[config.mk]
export PLATFORM = sky130hd
export DESIGN_NAME = abbrev_table_stream_parser
export DESIGN_NICKNAME = d
export VERILOG_FILES = /design/src/rtl/core/atsp_pkg.sv /design/src/rtl/core/atsp_leb_acc.sv /design/src/rtl/core/atsp_decoder.sv /design/src/rtl/core/atsp_out_buf.sv /design/src/rtl/core/abbrev_table_stream_parser.sv
export SDC_FILE = /design/constraint.sdc
export NUM_CORES = 1
export LEC_CHECK = 0
export ABC_AREA = 1
export BUFFER_PORTS_ARGS = -buffer_cell sky130_fd_sc_hd__buf_2
export CAP_MARGIN = 20
export CORE_UTILIZATION = 55
export CTS_CLUSTER_DIAMETER = 30
export DETAILED_ROUTE_END_ITERATION = 8
export PLACE_DENSITY = 0.78
export SLEW_MARGIN = 0
export SYNTH_ARGS = -nofsm -noshare
export SYNTH_HDL_FRONTEND = slang
export SYNTH_SLANG_ARGS = --single-unit
[constraint.sdc]
create_clock -name i_clk -period 7.25 [get_ports i_clk]
set_input_delay 0.725 -clock i_clk [delete_from_list [all_inputs] [get_ports i_clk]]
set_output_delay 0.725 -clock i_clk [all_outputs]
set_load 0.01 [all_outputs]
[src/rtl/core/atsp_pkg.sv]
// ----------------------------------------------------------------------------
// atsp_pkg
// shared types and constants for the abbreviation table stream parser
// ----------------------------------------------------------------------------
`default_nettype none

package atsp_pkg;

    // record kinds carried on the result channel
    localparam logic [2:0] KIND_HEADER   = 3'd0;
    localparam logic [2:0] KIND_PAIR     = 3'd1;
    localparam logic [2:0] KIND_LIST_END = 3'd2;
    localparam logic [2:0] KIND_SET_END  = 3'd3;
    localparam logic [2:0] KIND_DATA_END = 3'd4;

    // leb128 byte layout
    localparam logic [7:0] LEB_PAYLOAD_MASK = 8'h7f;
    localparam logic [7:0] LEB_CONT_BIT     = 8'h80;

    localparam int OUT_VALUE_W = 32;

    typedef struct packed {
        logic [2:0]             record_kind;
        logic [OUT_VALUE_W-1:0] first_value;
        logic [OUT_VALUE_W-1:0] second_value;
        logic [7:0]             children_byte;
        logic                   value_overflow;
        logic                   at_end;
    } t_result;

endpackage

`default_nettype wire

[src/rtl/core/atsp_leb_acc.sv]
// ----------------------------------------------------------------------------
// atsp_leb_acc
// one step of unsigned leb128 accumulation: merges the 7 payload bits of a
// byte at the current bit position and flags bits that fall off the top
// ----------------------------------------------------------------------------
`default_nettype none

module atsp_leb_acc #(
    parameter int NUMBER_WIDTH = 32,
    parameter int POS_W        = $clog2(NUMBER_WIDTH + 1)
) (
    input  wire logic [NUMBER_WIDTH-1:0] i_acc,
    input  wire logic [POS_W-1:0]        i_bit_pos,
    input  wire logic [7:0]              i_byte,
    output logic      [NUMBER_WIDTH-1:0] o_acc,
    output logic      [POS_W-1:0]        o_bit_pos,
    output logic      [NUMBER_WIDTH-1:0] o_value,
    output logic                         o_overflow,
    output logic                         o_done
);

    logic [7:0]              w_payload;
    logic [NUMBER_WIDTH+6:0] w_shifted;
    logic [POS_W:0]          w_pos_sum;
    logic [POS_W-1:0]        w_pos_sat;

    assign w_payload = i_byte & atsp_pkg::LEB_PAYLOAD_MASK;
    assign w_shifted = {{NUMBER_WIDTH{1'b0}}, w_payload[6:0]} << i_bit_pos;

    assign o_value    = i_acc | w_shifted[NUMBER_WIDTH-1:0];
    assign o_overflow = |w_shifted[NUMBER_WIDTH+6:NUMBER_WIDTH];
    assign o_done     = (i_byte & atsp_pkg::LEB_CONT_BIT) == 8'h00;

    // bit position saturates at the kept width
    assign w_pos_sum = {1'b0, i_bit_pos} + (POS_W+1)'(7);
    assign w_pos_sat = (w_pos_sum > (POS_W+1)'(NUMBER_WIDTH)) ? POS_W'(NUMBER_WIDTH)
                                                               : w_pos_sum[POS_W-1:0];

    assign o_acc     = o_done ? '0 : o_value;
    assign o_bit_pos = o_done ? '0 : w_pos_sat;

endmodule

`default_nettype wire

[src/rtl/core/atsp_decoder.sv]
// ----------------------------------------------------------------------------
// atsp_decoder
// entry parser: tracks where in an abbreviation entry the stream is, holds
// the code, tag and attribute name, and forms one result per finished record
// ----------------------------------------------------------------------------
`default_nettype none

module atsp_decoder #(
    parameter int NUMBER_WIDTH = 32
) (
    input  wire logic              i_clk,
    input  wire logic              i_rst_n,
    input  wire logic              i_take,
    input  wire logic [7:0]        i_data_byte,
    input  wire logic              i_end_of_data,
    output logic                   o_res_valid,
    output atsp_pkg::t_result      o_res
);

    localparam int POS_W = $clog2(NUMBER_WIDTH + 1);
    localparam int OUT_W = atsp_pkg::OUT_VALUE_W;

    localparam logic [2:0] PH_CODE  = 3'd0;
    localparam logic [2:0] PH_TAG   = 3'd1;
    localparam logic [2:0] PH_CHILD = 3'd2;
    localparam logic [2:0] PH_NAME  = 3'd3;
    localparam logic [2:0] PH_FORM  = 3'd4;
    localparam logic [2:0] PH_DONE  = 3'd5;

    logic [2:0]              r_phase,      n_phase;
    logic [NUMBER_WIDTH-1:0] r_acc,        n_acc;
    logic [POS_W-1:0]        r_bit_pos,    n_bit_pos;
    logic [NUMBER_WIDTH-1:0] r_held_first, n_held_first;
    logic [NUMBER_WIDTH-1:0] r_held_tag,   n_held_tag;
    logic                    r_ovf,        n_ovf;

    logic [NUMBER_WIDTH-1:0] w_leb_acc;
    logic [POS_W-1:0]        w_leb_pos;
    logic [NUMBER_WIDTH-1:0] w_leb_value;
    logic                    w_leb_ovf;
    logic                    w_leb_done;

    // zero-extend then cut to the result field width
    logic [NUMBER_WIDTH+OUT_W-1:0] w_first_ext, w_tag_ext, w_value_ext;
    logic [OUT_W-1:0]              w_first_out, w_tag_out, w_value_out;

    logic                    w_ovf_base;
    logic                    w_ovf_cur;

    atsp_leb_acc #(
        .NUMBER_WIDTH (NUMBER_WIDTH),
        .POS_W        (POS_W)
    ) u_leb (
        .i_acc      (r_acc),
        .i_bit_pos  (r_bit_pos),
        .i_byte     (i_data_byte),
        .o_acc      (w_leb_acc),
        .o_bit_pos  (w_leb_pos),
        .o_value    (w_leb_value),
        .o_overflow (w_leb_ovf),
        .o_done     (w_leb_done)
    );

    assign w_first_ext = {{OUT_W{1'b0}}, r_held_first};
    assign w_tag_ext   = {{OUT_W{1'b0}}, r_held_tag};
    assign w_value_ext = {{OUT_W{1'b0}}, w_leb_value};
    assign w_first_out = w_first_ext[OUT_W-1:0];
    assign w_tag_out   = w_tag_ext[OUT_W-1:0];
    assign w_value_out = w_value_ext[OUT_W-1:0];

    // a fresh code starts a new record, so its overflow history is dropped
    assign w_ovf_base = (r_phase == PH_CODE && r_bit_pos == '0 && r_acc == '0) ? 1'b0 : r_ovf;
    assign w_ovf_cur  = w_ovf_base | w_leb_ovf;

    always_comb begin
        n_phase      = r_phase;
        n_acc        = r_acc;
        n_bit_pos    = r_bit_pos;
        n_held_first = r_held_first;
        n_held_tag   = r_held_tag;
        n_ovf        = r_ovf;
        o_res_valid  = 1'b0;
        o_res        = '0;

        case (r_phase)
            PH_CODE: begin
                n_acc     = w_leb_acc;
                n_bit_pos = w_leb_pos;
                n_ovf     = w_ovf_cur;
                if (w_leb_done) begin
                    if (w_leb_value == '0) begin
                        o_res_valid          = 1'b1;
                        o_res.record_kind    = atsp_pkg::KIND_SET_END;
                        o_res.value_overflow = w_ovf_cur;
                        n_phase              = PH_DONE;
                    end else begin
                        n_held_first = w_leb_value;
                        n_phase      = PH_TAG;
                    end
                end
            end
            PH_TAG: begin
                n_acc     = w_leb_acc;
                n_bit_pos = w_leb_pos;
                n_ovf     = w_ovf_cur;
                if (w_leb_done) begin
                    n_held_tag = w_leb_value;
                    n_phase    = PH_CHILD;
                end
            end
            PH_CHILD: begin
                o_res_valid          = 1'b1;
                o_res.record_kind    = atsp_pkg::KIND_HEADER;
                o_res.first_value    = w_first_out;
                o_res.second_value   = w_tag_out;
                o_res.children_byte  = i_data_byte;
                o_res.value_overflow = r_ovf;
                n_ovf                = 1'b0;
                n_phase              = PH_NAME;
            end
            PH_NAME: begin
                n_acc     = w_leb_acc;
                n_bit_pos = w_leb_pos;
                n_ovf     = w_ovf_cur;
                if (w_leb_done) begin
                    n_held_first = w_leb_value;
                    n_phase      = PH_FORM;
                end
            end
            PH_FORM: begin
                n_acc     = w_leb_acc;
                n_bit_pos = w_leb_pos;
                n_ovf     = w_ovf_cur;
                if (w_leb_done) begin
                    o_res_valid          = 1'b1;
                    o_res.value_overflow = w_ovf_cur;
                    n_ovf                = 1'b0;
                    if (r_held_first == '0 && w_leb_value == '0) begin
                        o_res.record_kind = atsp_pkg::KIND_LIST_END;
                        n_phase           = PH_CODE;
                    end else begin
                        o_res.record_kind  = atsp_pkg::KIND_PAIR;
                        o_res.first_value  = w_first_out;
                        o_res.second_value = w_value_out;
                        n_phase            = PH_NAME;
                    end
                end
            end
            default: begin
                // set ended: bytes are dropped until the final one
            end
        endcase

        o_res.at_end = i_end_of_data;

        if (i_end_of_data) begin
            if (!o_res_valid) begin
                o_res_valid        = 1'b1;
                o_res              = '0;
                o_res.record_kind  = atsp_pkg::KIND_DATA_END;
                o_res.at_end       = 1'b1;
            end
            n_phase      = PH_CODE;
            n_acc        = '0;
            n_bit_pos    = '0;
            n_held_first = '0;
            n_held_tag   = '0;
            n_ovf        = 1'b0;
        end
    end

    always_ff @(posedge i_clk) begin
        if (!i_rst_n) begin
            r_phase      <= PH_CODE;
            r_acc        <= '0;
            r_bit_pos    <= '0;
            r_held_first <= '0;
            r_held_tag   <= '0;
            r_ovf        <= 1'b0;
        end else if (i_take) begin
            r_phase      <= n_phase;
            r_acc        <= n_acc;
            r_bit_pos    <= n_bit_pos;
            r_held_first <= n_held_first;
            r_held_tag   <= n_held_tag;
            r_ovf        <= n_ovf;
        end
    end

endmodule

`default_nettype wire

[src/rtl/core/atsp_out_buf.sv]
// ----------------------------------------------------------------------------
// atsp_out_buf
// result register with a skid entry behind it, so a request is taken in the
// same cycle that a stalled result still sits on the output
// ----------------------------------------------------------------------------
`default_nettype none

module atsp_out_buf (
    input  wire logic              i_clk,
    input  wire logic              i_rst_n,
    input  wire logic              i_push,
    input  wire atsp_pkg::t_result i_push_data,
    input  wire logic              i_stall,
    output logic                   o_full,
    output logic                   o_valid,
    output atsp_pkg::t_result      o_data
);

    logic              r_main_valid;
    logic              r_skid_valid;
    atsp_pkg::t_result r_main;
    atsp_pkg::t_result r_skid;
    logic              w_pop;

    assign w_pop   = r_main_valid && !i_stall;
    assign o_valid = r_main_valid;
    assign o_data  = r_main;
    assign o_full  = r_skid_valid;

    always_ff @(posedge i_clk) begin
        if (!i_rst_n) begin
            r_main_valid <= 1'b0;
            r_skid_valid <= 1'b0;
        end else if (w_pop) begin
            if (r_skid_valid) begin
                r_skid_valid <= 1'b0;
            end else begin
                r_main_valid <= i_push;
            end
        end else if (!r_main_valid) begin
            r_main_valid <= i_push;
        end else if (i_push) begin
            r_skid_valid <= 1'b1;
        end
    end

    // payload moves without reset
    always_ff @(posedge i_clk) begin
        if (w_pop) begin
            r_main <= r_skid_valid ? r_skid : i_push_data;
        end else if (!r_main_valid) begin
            r_main <= i_push_data;
        end else if (i_push) begin
            r_skid <= i_push_data;
        end
    end

endmodule

`default_nettype wire

[src/rtl/core/abbrev_table_stream_parser.sv]
// ----------------------------------------------------------------------------
// abbrev_table_stream_parser
// streaming decoder for a debug abbreviation table, one byte per request
// ----------------------------------------------------------------------------
// Takes one byte per cycle while o_stall is low: each byte is decoded in the
// cycle it is accepted (leb128 merge plus entry phase update) and any record
// it completes is registered into the result register, or into its one skid
// entry while a result is stalled there, so input continues; o_stall rises
// only once both entries hold results. Numbers keep NUMBER_WIDTH bits,
// higher bits set value_overflow, and values are cut to 32 bits on the
// output. The end_of_data byte always returns the parser to its reset state
// and always produces exactly one result.
// ----------------------------------------------------------------------------
`default_nettype none

module abbrev_table_stream_parser #(
    parameter int NUMBER_WIDTH = 32
) (
    input  wire logic        i_clk,
    input  wire logic        i_rst_n,
    input  wire logic        i_valid,
    output logic             o_stall,
    input  wire logic [7:0]  i_data_byte,
    input  wire logic        i_end_of_data,
    output logic             o_valid,
    input  wire logic        i_stall,
    output logic [2:0]       o_record_kind,
    output logic [31:0]      o_first_value,
    output logic [31:0]      o_second_value,
    output logic [7:0]       o_children_byte,
    output logic             o_value_overflow,
    output logic             o_at_end
);

    logic              w_take;
    logic              w_res_valid;
    logic              w_full;
    atsp_pkg::t_result w_res;
    atsp_pkg::t_result w_out;

    assign o_stall = w_full;
    assign w_take  = i_valid && !w_full;

    atsp_decoder #(
        .NUMBER_WIDTH (NUMBER_WIDTH)
    ) u_decoder (
        .i_clk         (i_clk),
        .i_rst_n       (i_rst_n),
        .i_take        (w_take),
        .i_data_byte   (i_data_byte),
        .i_end_of_data (i_end_of_data),
        .o_res_valid   (w_res_valid),
        .o_res         (w_res)
    );

    atsp_out_buf u_out_buf (
        .i_clk       (i_clk),
        .i_rst_n     (i_rst_n),
        .i_push      (w_take && w_res_valid),
        .i_push_data (w_res),
        .i_stall     (i_stall),
        .o_full      (w_full),
        .o_valid     (o_valid),
        .o_data      (w_out)
    );

    assign o_record_kind    = w_out.record_kind;
    assign o_first_value    = w_out.first_value;
    assign o_second_value   = w_out.second_value;
    assign o_children_byte  = w_out.children_byte;
    assign o_value_overflow = w_out.value_overflow;
    assign o_at_end         = w_out.at_end;

endmodule

`default_nettype wire

---- Yosys cells after proc, flatten, opt, wreduce, memory -nomap -nowiden ----
Index checks and enable logic that the tools add are counted.
cells by class
  add/subtract/negate cells ............... 1
  multipliers ............................. 0
  div/mod/pow operators ................... 0
  order comparisons ....................... 1
  equal/unequal tests ..................... 11
  shift operators ......................... 1
  multiplexer cells ....................... 51
  bitwise gates (word level) .............. 4
  reduce and logical (&&, ||, !) cells .... 31
operator list
  operator                                              number
  two-way mux 77 bit                                    5
  two-way mux 32 bit                                    9
  case mux 64 bit (2 select lines)                      1
  zero test 32 bit                                      3
  two-way mux 66 bit                                    1
  two-way mux 64 bit                                    1
  case mux 32 bit (2 select lines)                      1
  left shift 7 x 6 -> 39 bit                            1
  OR 32 bit                                             1
  two-way mux 6 bit                                     4
  two-way mux 3 bit                                     7
  inequality test 3 bit (second input constant)         5
  case mux 3 bit (5 select lines)                       1
  two-way mux 1 bit                                     13
  case mux 1 bit (3 select lines)                       3
  zero test 8 bit                                       1
  two-way mux 8 bit                                     1
  adder 6 x 3 -> 7 bit (second input constant)          1
  > comparator 7 x 6 -> 1 bit (second input constant)   1
  OR reduction 7 bit                                    1
  equality test 3 x 2 -> 1 bit (second input constant)  2
  logical AND 1 bit                                     6
  zero test 6 bit                                       1
  two-way mux 2 bit                                     3
  19 further kinds                                      27
word-level totals
  flip-flop bits (word level) ............. 262
  bits in latches ......................... 0
  RAM bits ................................ 0
  ROM bits ................................ 0
  output and inout bits ................... 79
  word-level logic and storage cells ...... 120
  memories kept ........................... 0

---- Logic depth before layout (Yosys ltp) ----
Gate-level depths: netlist (run 1).
  depth in word-level cells ............... 12
  depth in mapped cells ................... 19

---- By module ----
Synthesis (run 1) repeated with hierarchy kept, for this count alone.
second synthesis, totals
  cells, all modules ...................... 1530
  area, all modules ....................... 12789.8 µm²
modules (own cells, without submodules)
  module                      times used  cells an instance  area an instance (µm²)  seq. area each (µm²)
  atsp_out_buf                1           416                5803.1                  4664.5
  atsp_decoder                1           821                5594.1                  2122.0
  atsp_leb_acc                1           288                1368.8                  0.0
  abbrev_table_stream_parser  1           5                  23.8                    0.0

---- Least setup slack after synthesis (run 1) ----
OpenSTA, ideal clock, no wires.
  path kind ............................... in2reg
  start ................................... input port i_stall
  end ..................................... register u_out_buf.r_skid[0] (netlist bit), enable pin
  library setup time ...................... 0.513 ns
  data arrival time ....................... 5.874 ns
  required time ........................... 6.737 ns
  setup slack ............................. 0.863 ns
  stages .................................. 2
  path through ............................ nand2_1 nor2_1
on the way
  cells in the longest elaborated chain, start to end .. 4
ends and longest elaborated chain
  element                        line                              RTL
  start: declaration             abbrev_table_stream_parser.sv:26  input wire logic i_stall,
  zero test 1 bit                atsp_out_buf.sv:25                assign w_pop = r_main_valid && !i_stall;
  logical AND 1 bit              atsp_out_buf.sv:25
  NOT 1 bit (no line)            --
  AND reduction 3 bit (no line)  --
  end signal: assignment         atsp_out_buf.sv:54                r_skid <= i_push_data;
  end: declaration               atsp_out_buf.sv:22                atsp_pkg::t_result r_skid;
No other way between the ends.
A chain may end at the register's enable or synchronous reset.

---- Final worst setup path (run 1) ----
  start ................................... register u_decoder.r_bit_pos[2]
  end ..................................... register u_out_buf.r_skid[7] (netlist bit), enable pin
on the way
  cells in the longest elaborated chain, start to end .. 9
ends and longest elaborated chain
  element                          line                              RTL
  start: declaration               atsp_decoder.sv:32                logic [POS_W-1:0] r_bit_pos, n_bit_pos;
  start signal: assignment         atsp_decoder.sv:183               r_bit_pos <= n_bit_pos;
  left shift 7 x 6 -> 39 bit       atsp_leb_acc.sv:28                assign w_shifted = {{NUMBER_WIDTH{1'b0}}, w_payload[6:0]} << i_bit_pos;
  OR 32 bit                        atsp_leb_acc.sv:30                assign o_value = i_acc | w_shifted[NUMBER_WIDTH-1:0];
  zero test 32 bit                 atsp_decoder.sv:91                if (w_leb_value == '0) begin
  two-way mux 1 bit                atsp_decoder.sv:91
  two-way mux 1 bit                atsp_decoder.sv:90                if (w_leb_done) begin
  case mux 1 bit (3 select lines)  atsp_decoder.sv:85                case (r_phase)
  two-way mux 1 bit                atsp_decoder.sv:156               if (i_end_of_data) begin
  logical AND 1 bit                abbrev_table_stream_parser.sv:59  .i_push (w_take && w_res_valid),
  AND reduction 3 bit (no line)    --
No other way between the ends.

==> results of run 1 <==
-- flip-flops by register name, summed over array words and instances (netlist names), 3 cells and up --
| signal | flops |
|---|---|
| u_out_buf.r_skid | 77 |
| u_decoder.r_bit_pos | 6 |
| u_decoder.r_held_tag | 32 |
| u_decoder.r_phase | 3 |
| u_decoder.r_acc | 32 |
| u_decoder.r_held_first | 32 |
| u_out_buf.o_data | 77 |
-- power by group through the flow --
stage / clock (mW) / sequential, mW / combinational (mW)
5_1_grt: 2.33 / 1.67 / 0.311
2_1_floorplan: 0 / 1.69 / 0.189
6_report: 2.24 / 1.67 / 0.282
4_1_cts: 2.25 / 1.67 / 0.279
3_3_place_gp: 0 / 1.69 / 0.271
3_5_place_dp: 0 / 1.69 / 0.276
-- through the flow --
stage          cell area, sq um  hold slack (ns)  std cells
2_1_floorplan             12400            0.454       1477
3_3_place_gp              12900            0.471       1773
3_5_place_dp              12900            0.475       1773
4_1_cts                   14600            0.481       1861
5_1_grt                   14600            0.503       1861
6_report                  14600            0.483       1861
-- worst max-delay path: stages (launching register included) --
cell,delay (ns)
dfxtp_1,0.81
inv_1,0.43
nand3_1,0.19
nand2_1,0.12
nand2_2,0.11
o21ai_1,0.17
inv_1,0.13
nand2_1,0.05
nor2_1,0.13
nand2_1,0.11
nor2_4,0.14
nand3_1,0.19
nand3_1,0.15
nand2_1,0.12
nor2_4,0.74
buf_4,0.56
-- cell type report --
class,instances,area (sq um),share of cell area
sequential,262,6790,0.464
multi-input combinational,939,4550,0.311
clock buffer,60,1350,0.0924
inverter,189,711,0.0486
timing repair buffer,103,546,0.0373
tap,280,350,0.0240
clock inverter,28,322,0.0220
-- cell families after synthesis --
logic type      synth area share
simple gates               0.241
xor+xnor                 0.00141
fa+ha+maj                0.00302
mux                      0.00181
compound gates             0.116
flops                      0.546
buf+inv                   0.0905
-- routing by layer --
| metal | share of wire | up-vias | GRT usage |
|---|---|---|---|
| li1 | - | 5103 | - |
| met1 | 0.43 | 4942 | 0.394 |
| met2 | 0.47 | 546 | 0.464 |
| met3 | 0.083 | 57 | 0.0464 |
| met4 | 0.022 | 0 | 0.0860 |
| met5 | 0 | - | 0 |
-- Yosys cell counts (all sizes together) (2+ instances only) --
cell type,instances
nand2,298
nand3,192
inv,184
edfxtp,154
nor2,152
o21ai,114
dfxtp,108
a21oi,65
clkbuf,58
o211ai,33
buf,29
a211oi,23
nand4,16
nor4,15
nor3,9
clkinv,5
ha,3
a221oi,2
a41oi,2
and3,2
mux2,2
o21bai,2
xor2,2
-- how the worst max path moves through the flow --
| stage | from | to | slack (ns) | depth (start not counted) |
|---|---|---|---|---|
| floorplan | i_stall | u_out_buf.r_skid[0]$_DFFE_PP_ | 0.86 | 2 |
| global placement | u_decoder.r_bit_pos[2]$_SDFFE_PN0P_ | u_out_buf.r_skid[4]$_DFFE_PP_ | 2.88 | 15 |
| detailed placement | u_decoder.r_bit_pos[2]$_SDFFE_PN0P_ | u_out_buf.r_skid[4]$_DFFE_PP_ | 2.74 | 15 |
| CTS | u_decoder.r_bit_pos[2]$_SDFFE_PN0P_ | u_out_buf.r_skid[7]$_DFFE_PP_ | 2.73 | 15 |
| global route | u_decoder.r_bit_pos[2]$_SDFFE_PN0P_ | u_out_buf.r_skid[8]$_DFFE_PP_ | 2.43 | 15 |
| finish | u_decoder.r_bit_pos[2]$_SDFFE_PN0P_ | u_out_buf.r_skid[7]$_DFFE_PP_ | 2.71 | 15 |
==> impl_metrics.tcl, run 1 <==
set metrics [dict create \
    yosysSeqAreaShare 0.546 \
    grt_setup_unrepaired "false" \
    first_iter_violations 1356 \
    synth-seq-cells 262 \
    drcViolationCount 5 \
    hold-path-cell-count 2 \
    synth.avg_cell_area_sq_um 8.41 \
    fillCellCount 1712 \
    synth_edf_count 154 \
    power_leakage_nw 6.70 \
    cts-root-buf "clkbuf_16" \
    syn_area_sq_um 12400 \
    post_cts_buffers 0 \
    syn2layout_area_growth_pct 17.6 \
    path_class "reg -> reg" \
    nets 1558 \
    comb_power_share 0.067 \
    cts_tree "built" \
    grt_remaining_overflow 0 \
    ir_worst_vdd_mv 0.166 \
    cp.required_ns 7.43 \
    end_kind "register" \
    final_common_cell "nand2_1" \
    drv_cap 0 \
    fin_skew_ns 0.0183 \
    antenna_cells 0 \
    rr_startpoint "u_decoder.r_bit_pos[2]$_SDFFE_PN0P_" \
    fin_util 0.666 \
    powerDensity_nw_per_um2 287 \
    start_kind "register" \
    synthArstFlopShare 0 \
    setup_viol 0 \
    ant_nets 0 \
    synth_cells 1477 \
    drv_slew 0 \
    power_mw 4.19 \
    r2r_cells 15 \
    synth_largest_area_cell "edfxtp_1" \
    insertion_delay_ns 0.54 \
    syn_nets 1493 \
    die_w_microns 152 \
    dr.pass1.iters 8 \
    num_vias 10648 \
    drive_gt1_frac 0.144 \
    status "complete, but fails checks" \
    yosysTopAreaCellShare 0.372 \
    start_util 0.566 \
    pin_count 92 \
    seqPwrFrac 0.398 \
    grt_pass1_wl_microns 52700 \
    fp.dieH_microns 152 \
    rrSetupSlack_ns 2.71 \
    p_int_mw 3.18 \
    dp_hpwl_microns 21100 \
    portBuffers 91 \
    max_freq_ghz 0.220 \
    cts.sinks 262 \
    hold_end "u_decoder.r_acc[19]$_SDFFE_PN0P_" \
    p_switching_mw 1.01 \
    violations "design-rule violations" \
    synth_ff_type "edfxtp_1" \
    cts_buffer_depth 3 \
    switching_share 0.240 \
    crit_arrival_ns 4.72 \
    first_global_vias 9938 \
    clkPwrFrac 0.535 \
    cts_hold_buf 0 \
    grt_antenna_before_repair 0 \
    path_clk_slew_ns 0.05 \
    finalCritPeriodShare 0.626 \
    r2r-end "u_out_buf.r_skid[7]$_DFFE_PP_" \
    cts_resized 0 \
    dieArea_sq_um 23200 \
    synth_warnings 0 \
    gp_congestion 0.916 \
    finalSetupTns_ns 0 \
    hold_viol 0 \
    min_period_ns 4.54 \
    cp_max_fo 36 \
    row_count 54 \
    ctsHtreeMaxLevel 2 \
    place_ws_ns 2.74 \
    final_cell_mix "nand2_1 (292), nand3_1 (188), inv_1 (171), edfxtp_1 (154), nor2_1 (146)" \
    routedWlPerCell_microns 17.7 \
    min_from "u_decoder.r_acc[19]$_SDFFE_PN0P_" \
    cts_made_buffers 47 \
    wirelength_microns 33000 \
    grt_max_degree 115 \
    coreArea_sq_um 22000 \
    setup_ws_ns 2.71 \
    hp-class "reg -> reg" \
    synthTopCellsByArea "edfxtp_1 (37%), dfxtp_1 (17%), nand2_1 (8.9%), nand3_1 (7.6%), inv_1 (5.2%)" \
    track_usage 0.286 \
    yosysUniqueCellTypes 44 \
    worst_pin_slew_ns 1.06 \
    vias_per_cell 5.72 \
    relSlewSlack 0.288 \
]
(Power assumes the default switching activity.)
==> inputs of run 2 (changes only) <==
==> constraint.sdc (replaced) <==
create_clock -name i_clk -period 4.6 [get_ports i_clk]
set_input_delay 0.46 -clock i_clk [delete_from_list [all_inputs] [get_ports i_clk]]
set_output_delay 0.46 -clock i_clk [all_outputs]
set_load 0.01 [all_outputs]
==> run 2 against run 1 <==
  * The flow still finishes with violations (design-rule violations)
  * Worst hold slack worse by 0.22 ns
  * Register-to-register slack worse by 1.8 ns
  * Critical path depth up 2
  * Via count up 0.15%
  * Clock skew down 0.0060 ns
  * Non-clock buffer count up 5
  * Worst setup slack worse by 1.8 ns
  * First-iteration DRC count down 7.4%
  * Sequential power up 57%
  * Flip-flop and latch count unchanged
  * Clock-buffer cell count down 7
  * Combinational power up 59%
  * Largest power group unchanged
==> impl_metrics.tcl, run 2 (synthesized netlist as in run 1, its figures left out) <==
set metrics [dict create \
    finalSetupTns_ns 0 \
    ir_worst_vdd_mv 0.310 \
    slowest_stage "dfxtp_1" \
    power_leakage_nw 6.69 \
    cts.sinks 262 \
    final_common_cell "nand2_1" \
    drv_cap 0 \
    wirelength_microns 33000 \
    critPathMaxStageDelay_ns 0.59 \
    status "complete, but fails checks" \
    row_count 54 \
    fin_skew_ns 0.0123 \
    final_cell_mix "nand2_1 (292), nand3_1 (188), inv_1 (171), edfxtp_1 (154), nor2_1 (146)" \
    path_clk_slew_ns 0.05 \
    gp_congestion 0.929 \
    post_cts_buffers 0 \
    end_kind "register" \
    coreArea_sq_um 22000 \
    grt_pass1_wl_microns 53600 \
    cts-root-buf "clkbuf_16" \
    ant_nets 0 \
    insertion_delay_ns 0.54 \
    ctsHtreeMaxLevel 2 \
    dpl_cell_area_sq_um 13000 \
    vias_per_cell 5.72 \
    num_vias 10664 \
    drv_slew 0 \
    dr.pass1.iters 9 \
    pin_count 92 \
    routedWlPerCell_microns 17.7 \
    die_w_microns 152 \
    place_ws_ns 1.01 \
    cts_hold_buf 0 \
    fp.dieH_microns 152 \
    first_global_vias 10027 \
    setup_ws_ns 0.947 \
    crit_arrival_ns 3.84 \
    track_usage 0.290 \
    drive_gt1_frac 0.146 \
    cts_buffer_depth 3 \
    dieArea_sq_um 23200 \
    path_class "reg -> reg" \
    hp-class "in -> reg" \
    cts_made_buffers 46 \
    grt_antenna_before_repair 0 \
    cts_resized 0 \
    grt_max_degree 93 \
    hold_viol 0 \
    max_freq_ghz 0.274 \
    setup_viol 0 \
    drcViolationCount 11 \
    antenna_cells 0 \
    cp_max_fo 71 \
    syn2layout_area_growth_pct 17.2 \
    crit_top_cell "nand3_1" \
    portBuffers 91 \
    nets 1562 \
    cp.required_ns 4.78 \
    cts_tree "built" \
    start_kind "register" \
    first_iter_violations 1255 \
    relSlewSlack 0.402 \
    min_period_ns 3.65 \
    powerDensity_nw_per_um2 445 \
    violations "design-rule violations" \
    worst_pin_slew_ns 0.894 \
    fin_area_sq_um 14600 \
    cp_cell_sequence "inv_2 > nand2_1 > nand3_1 > nand3_1 > nand3_1 > nand3_1 > nand2_1 > inv_2 > nand2_1 > nor2_1 > nand2_1 > nor2_4 > nand3_1 > nand3_1 > nand2_1 > nor2_4 > buf_12" \
    start_util 0.566 \
    finalCritPeriodShare 0.794 \
    grt_remaining_overflow 0 \
    grt_setup_unrepaired "false" \
    dp_hpwl_microns 21400 \
]
## run 2: changes by cell type in the layout (fill, tap and decap cells not counted), sizes merged
cell	change
inv	+7
clkbuf	-7
buf	+5
clkinv	-2
## run 2: metrics by stage
stage | cells | util | power (mW) | hold WS [ns]
after global placement | 1778 | 0.592 | 3.09 | 0.472
after floorplan | 1477 | - | 2.97 | 0.454
after global routing | 1864 | 0.663 | 6.66 | 0.271
after CTS | 1864 | 0.663 | 6.50 | 0.250
after detailed placement | 1778 | 0.592 | 3.10 | 0.473
final | 1864 | 0.663 | 6.47 | 0.263
## run 2: layout make-up
cell class                      count  area (sq um)
Clock buffer                       53          1230
Clock inverter                     33           335
Fill cell                        1784          7400
Inverter                          189           711
Multi-Input combinational cell    939          4550
Sequential cell                   262          6790
Tap cell                          280           350
Timing Repair Buffer              108           596
## run 2: power by group
group / internal, mW / switching, mW / total (mW)
sequential: 2.56 / 0.0568 / 2.62
clock: 2.17 / 1.23 / 3.40
combinational: 0.130 / 0.319 / 0.449
## run 2: path summary, 6_finish.rpt
check,start,endpoint,cells after the start,slack (ns)
setup / recovery,u_decoder.r_bit_pos[0]$_SDFFE_PN0P_,u_out_buf.r_skid[28]$_DFFE_PP_,17,0.95
hold / removal,i_data_byte[6],u_out_buf.r_skid[8]$_DFFE_PP_,3,0.26
setup reg to reg,u_decoder.r_bit_pos[0]$_SDFFE_PN0P_,u_out_buf.r_skid[28]$_DFFE_PP_,17,0.95
hold reg to reg,u_decoder.r_acc[19]$_SDFFE_PN0P_,u_decoder.r_acc[19]$_SDFFE_PN0P_,2,0.48
## run 2: critical path: cells and delay by family, from the launching register on
| kind | cells | cell delay (ns) |
|---|---|---|
| DFF | 1 | 0.59 |
| buffers and inverters | 3 | 0.61 |
| and+or+nand+nor | 14 | 2.00 |
## run 2: metal layers
| metal | GRT usage | part of all wire |
|---|---|---|
| met1 | 0.398 | 0.44 |
| met5 | 0 | 0 |
| met3 | 0.0546 | 0.075 |
| met4 | 0.0996 | 0.028 |
| met2 | 0.461 | 0.46 |
